--- config.mk ---
export PLATFORM = sky130hd
export DESIGN_NAME = rtmc_ctrl
export DESIGN_NICKNAME = d
export VERILOG_FILES = /design/src/rtl/core/rtmc_pkg.sv /design/src/rtl/core/rtmc_ctrl.sv
export SDC_FILE = /design/constraint.sdc
export NUM_CORES = 1
export LEC_CHECK = 0
export BUFFER_PORTS_ARGS = -buffer_cell sky130_fd_sc_hd__buf_2
export CAP_MARGIN = 30
export CELL_PAD_IN_SITES_DETAIL_PLACEMENT = 0
export CELL_PAD_IN_SITES_GLOBAL_PLACEMENT = 1
export CORE_AREA = 2 2 39 41
export DETAILED_ROUTE_END_ITERATION = 8
export DIE_AREA = 0 0 41 43
export PLACE_DENSITY_LB_ADDON = 0.1
export SYNTH_ARGS = -nofsm -noshare
export SYNTH_HDL_FRONTEND = slang
export SYNTH_SLANG_ARGS = --single-unit
--- constraint.sdc ---
create_clock -name clk -period 1.9 [get_ports clk]
set_clock_uncertainty 0.15 [all_clocks]
set_input_delay 0.095 -clock clk [delete_from_list [all_inputs] [get_ports clk]]
set_output_delay 0.095 -clock clk [all_outputs]
set_load 0.01 [all_outputs]
--- src/rtl/core/rtmc_pkg.sv ---
// shared types and constants for the rotated template match counter
// no dependencies; imported by every module of the core
package rtmc_pkg;

    localparam int MAX_GRID_DEF    = 64;
    localparam int MAX_PATTERN_DEF = 16;

    localparam int GRID_SIZE_W    = 7;
    localparam int PATTERN_SIZE_W = 5;
    localparam int CFG_INDEX_W    = 1;
    localparam int CFG_DATA_W     = 7;

    localparam int OP_W        = 2;
    localparam int ROWCOL_W    = 6;
    localparam int CELL_W      = 8;
    localparam int IN_DATA_W   = 24;

    localparam int COUNT_W     = 13;
    localparam int OUT_DATA_W  = 56;
    localparam logic [COUNT_W-1:0] COUNT_MAX = '1;

    localparam logic [CFG_INDEX_W-1:0] CFG_GRID_SIZE    = 1'd0;
    localparam logic [CFG_INDEX_W-1:0] CFG_PATTERN_SIZE = 1'd1;

    localparam logic [1:0] ROT_0   = 2'd0;
    localparam logic [1:0] ROT_90  = 2'd1;
    localparam logic [1:0] ROT_180 = 2'd2;
    localparam logic [1:0] ROT_270 = 2'd3;

    typedef enum logic [OP_W-1:0] {
        OP_WRITE_GRID = 2'd0,
        OP_WRITE_PAT  = 2'd1,
        OP_RUN        = 2'd2
    } op_t;

    typedef enum logic [1:0] {
        S_IDLE,
        S_SCAN,
        S_FLUSH,
        S_SEND
    } ctl_state_t;

    typedef struct packed {
        logic write_grid;
        logic write_pat;
        logic start;
        logic issue;
    } dp_cmd_t;

    typedef struct packed {
        logic skip;
        logic last_issue;
    } dp_status_t;

endpackage

--- src/rtl/core/rtmc_ctrl.sv ---
// run controller: input handshake, scan sequencing and result hand-off
// depends on rtmc_pkg
module rtmc_ctrl (
    input  logic                 clk,
    input  logic                 rst_n,
    input  logic                 in_valid,
    output logic                 in_ready,
    input  logic [rtmc_pkg::OP_W-1:0] in_op,
    output logic                 out_valid,
    input  logic                 out_ready,
    output rtmc_pkg::dp_cmd_t    cmd,
    input  rtmc_pkg::dp_status_t status
);
    import rtmc_pkg::*;

    ctl_state_t state_reg;
    ctl_state_t state_next;
    logic       take;

    assign take = in_valid && (state_reg == S_IDLE);

    always_ff @(posedge clk or negedge rst_n)
    begin
        if (!rst_n)
        begin
            state_reg <= S_IDLE;
        end
        else
        begin
            state_reg <= state_next;
        end
    end

    always_comb
    begin
        state_next = state_reg;
        case (state_reg)
            S_IDLE:
            begin
                if (take && in_op == OP_RUN)
                begin
                    state_next = status.skip ? S_SEND : S_SCAN;
                end
            end
            S_SCAN:
            begin
                if (status.last_issue)
                begin
                    state_next = S_FLUSH;
                end
            end
            S_FLUSH:
            begin
                state_next = S_SEND;
            end
            S_SEND:
            begin
                if (out_ready)
                begin
                    state_next = S_IDLE;
                end
            end
            default:
            begin
                state_next = S_IDLE;
            end
        endcase
    end

    always_comb
    begin
        in_ready       = 1'b0;
        out_valid      = 1'b0;
        cmd            = '0;
        case (state_reg)
            S_IDLE:
            begin
                in_ready       = 1'b1;
                cmd.write_grid = take && in_op == OP_WRITE_GRID;
                cmd.write_pat  = take && in_op == OP_WRITE_PAT;
                cmd.start      = take && in_op == OP_RUN;
            end
            S_SCAN:
            begin
                cmd.issue = 1'b1;
            end
            S_FLUSH:
            begin
                cmd = '0;
            end
            S_SEND:
            begin
                out_valid = 1'b1;
            end
            default:
            begin
                cmd = '0;
            end
        endcase
    end

endmodule

# Word level (Yosys, flattened, before mapping)
# Cells that the tools add are included.
# classes
add_sub_neg	0
multipliers	0
div	0
n_lt_le_gt_ge	0
n_eq_ne	8
shift	0
n_mux	9
n_bitwise	0
reduce_logical	7
# op_table
operator	count
2-bit two-way mux	4
2-bit case mux with 4 select lines	1
2-bit equality test, second input constant	3
2-bit by 1-bit equality test with 1-bit output, second input constant	2
1-bit logical AND	4
2-bit zero test	2
2-bit inequality test, second input constant	2
1-bit two-way mux	3
3-bit two-way mux	1
3-bit AND reduction	1
2-bit by 1-bit inequality test with 1-bit output, second input constant	1
# word_totals
ff_bits	2
latchBits	0
mem_bits_rw	0
romBits	0
output_inout_bits	6
elab_cells	25
memories	0

# Logic depth before layout (Yosys ltp)
# depth
word_depth	5
depth_mapped	5
mapped_depth_nobuf	5

# Least setup slack after synthesis
# OpenSTA, ideal clock, no wires.
# synth_timing
kind	reg-to-reg
startpoint	register state_reg[0]
endpoint	register state_reg[0]
setup_ns	0.079
arrival_ns	1.346
required_time_ns	1.671
setup_slack_ns	0.324
stages_incl_launch_ff	6
n_path_buf	0
period_less_slack_ns	1.576
cell_sequence	dfrtp_1 inv_1 ha_1 nand4b_2 a222oi_1 a2bb2oi_1
# synth_via
elab_chain_len	5
elab_cells_between_ends	11
# synth_lines
item	line_no	rtl
start: declaration	rtmc_ctrl.sv:16	ctl_state_t state_reg;
start signal: assignment	rtmc_ctrl.sv:30	state_reg <= state_next;
2-bit zero test	rtmc_ctrl.sv:20, rtmc_ctrl.sv:37	
1-bit logical AND	rtmc_ctrl.sv:20	assign take = in_valid && (state_reg == S_IDLE);
1-bit logical AND	rtmc_ctrl.sv:40	if (take && in_op == OP_RUN)
2-bit by 1-bit inequality test with 1-bit output (no source line)	-	
3-bit AND reduction (no source line)	-	
# Several ways; a longest one is shown, not always the timed one.
# A chain may end at the register's enable or synchronous reset.

==> results.ini <==
[status]
status = completed

[layout]
layoutNonFillerInstCount = 55
fin_nets = 53
fill_cells = 148
multi_input_area_um2 = 126.4
regArea_um2 = 50.05
post-route-util_pct = 23.24
area.growth.synth_to_final_pct = 63.69
largest_register_ffs = 2
n_antenna_cell = 0
drive_gt1_share_pct = 48.72

[detailed_routing]
viasPerCell = 3.855
drc_errors = 0
drt_first_pass_iters = 3
ant_nets = 0
vias = 212
drtIter0Drc = 1
drt_wl_total_um = 506
detail_route.wl_per_cell_um = 9.200

[yosys]
ys_seq_area_share_pct = 25.48
synth_edf_count = 0
synthDominantCellAreaShare_pct = 25.48
syn_area_per_cell_um2 = 9.354
syn_nets = 33
synth-seq-cells = 2
yosysWarningCount = 0
synth_common_cells = ha_1 (4), inv_1 (4), a2bb2oi_1 (2), dfrtp_1 (2)
ys.flop_type = dfrtp_1
synth.distinct_cells = 13
synth_top_cell_by_area = dfrtp_1
synth_area_leaders = dfrtp_1 (25%), ha_1 (25%), a2bb2oi_1 (8.9%)
postSynthCellCount = 21
async_flop_share_pct = 100.0
synth_area_um2 = 196.4

[placed_design]
dp_hpwl_um = 414.4
place.gp.congestion = 0.6246
io_buffer_count = 13
place_inst = 51

[worst_setup_path]
r2r-start = state_reg[0]
critPathRequiredTime_ns = 1.65
reg2reg_slack_ns = 0.29
crit_arrival_ns = 1.46
path_delay_family = flip-flops
cp_slowest_cell = dfrtp_1
worstPathMaxFanout = 5
ff2ff_path_depth = 5
critPathBufInv = 3
timing.rr.end = state_reg[0]
path_cells = inv_1 > ha_1 > buf_4 > nand2_1 > nor3b_1 > buf_2
cp-start-kind = flop
endpoint_kind = output pin
critical-path-max-stage-delay_ns = 0.41
crit_type = flop to output pin

[grt]
antenna_found_initial = 0
met2_usage_pct = 8.438
grt_overflow = 0
grt_pass1_wl_um = 745
grt_use_total_pct = 6.313
grt_use_met1_pct = 8.626
grt_max_degree = 6
use_met3_pct = 0
grt_pass1_vias = 190
busiest_layer = met1

[timing]
relSlewSlack_pct = 75.47
slew_violations = 0
hold_violations = 0
fin_hold_ws_ns = 0.04097
clock.fmax_ghz = 0.5877
fin_setup_tns_ns = 0
period_needed_ns = 1.701
setup_viol = 0
finalCritPeriodShare_pct = 89.55
tightest_slew_ns = 0.3680
grt_setup_unrepaired = no

[power]
leakage_nw = 0.1911
power_density_mw_per_mm2 = 1423
peakVddDrop_uv = 386.7

[clock_tree]
clock_path_buffers = 2
root_buffer = clkbuf_4
post_cts_buffers = 0
cts.sinks = 2
cts_tree = yes
htree_levels = 1
clock_latency_ns = 0.22
clk_pin_slew_worst_paths_ns = 0.03
cts_buffers = 3

[floorplanning]
dieArea_mm2 = 0.001763
rows = 14
die_y_um = 43
core_mm2 = 0.001384
io_pins = 14
die_w_um = 41
initial_utilization_pct = 14.20

[flow_run]
cap_violations = 0

[min_path]
hold_path.class = input port to asynchronous set/reset pin

## placed cells by master (no fill, tap or decap), drive strengths merged
| cell | instances |
|---|---|
| a222oi | 1 |
| a22oi | 1 |
| a2bb2oi | 2 |
| buf | 14 |
| clkbuf | 3 |
| clkinvlp | 1 |
| dfrtp | 2 |
| dlygate4sd3 | 1 |
| ha | 4 |
| inv | 4 |
| nand2 | 1 |
| nand4b | 1 |
| nor2 | 1 |
| nor3 | 1 |
| nor3b | 1 |
| o22ai | 1 |
## layer usage
layer | up-vias | routed length [µm]
met4 | 0 | 17
met5 | - | 0
met1 | 86 | 240
met2 | 12 | 206
li1 | 112 | -
met3 | 2 | 42
## power by group
group          total, mW  switching (mW)  internal (mW)
combinational      0.269           0.132          0.137
sequential        0.0963          0.0289         0.0674
clock             0.0924          0.0229         0.0695
total              0.458           0.184          0.274
## logic make-up (layout without fill, tap and decap cells)
group	count (synthesis)	in the layout	synth area share (%)
buffers and inverters	5	23	10.19
AO/OA/AOI/OAI	5	5	21.02
adder cells (fa/ha/maj)	4	4	25.48
AND/OR/NAND/NOR	5	5	17.83
flip-flops	2	2	25.48
## how the worst max path moves through the flow
stage                      start           end  cells after the start
floorplan           state_reg[0]  state_reg[0]                      5
finish              state_reg[0]        cmd[2]                      6
detailed placement  state_reg[0]  state_reg[0]                      5
global route        state_reg[0]        cmd[2]                      6
global placement    state_reg[0]  state_reg[0]                      5
CTS                 state_reg[0]        cmd[2]                      6
## stage by stage
stage          cell area (µm²)  setup WS [ns]  total power, mW
2_1_floorplan            196.4         0.3244           0.2756
3_3_place_gp             289.0         0.2778           0.3761
3_5_place_dp             289.0         0.2661           0.3704
4_1_cts                  321.6         0.1691           0.4698
5_1_grt                  321.6        0.09526           0.5074
6_report                 321.6         0.1986           0.4576
## area by class of cell
type,count,share of cell area [%]
Tap cell,16,6.226
Clock buffer,3,7.004
Sequential cell,2,15.56
Multi-Input combinational cell,14,39.30
Timing Repair Buffer,15,25.68
Inverter,5,6.226
## what timing repair did
action / 4_1_cts / 5_1_grt
gates resized for setup: 0 / 0
hold buffers: 1 / 0
endpoints found under the hold margin: 2 / 0
## worst register-to-register path, stage by stage, from the launching register on
cell and delay [ns]:
dfrtp_1 0.40, inv_1 0.09, ha_1 0.22, buf_4 0.16
a222oi_1 0.32, a2bb2oi_1 0.19
Note: power is estimated with default switching activity, not from simulation.
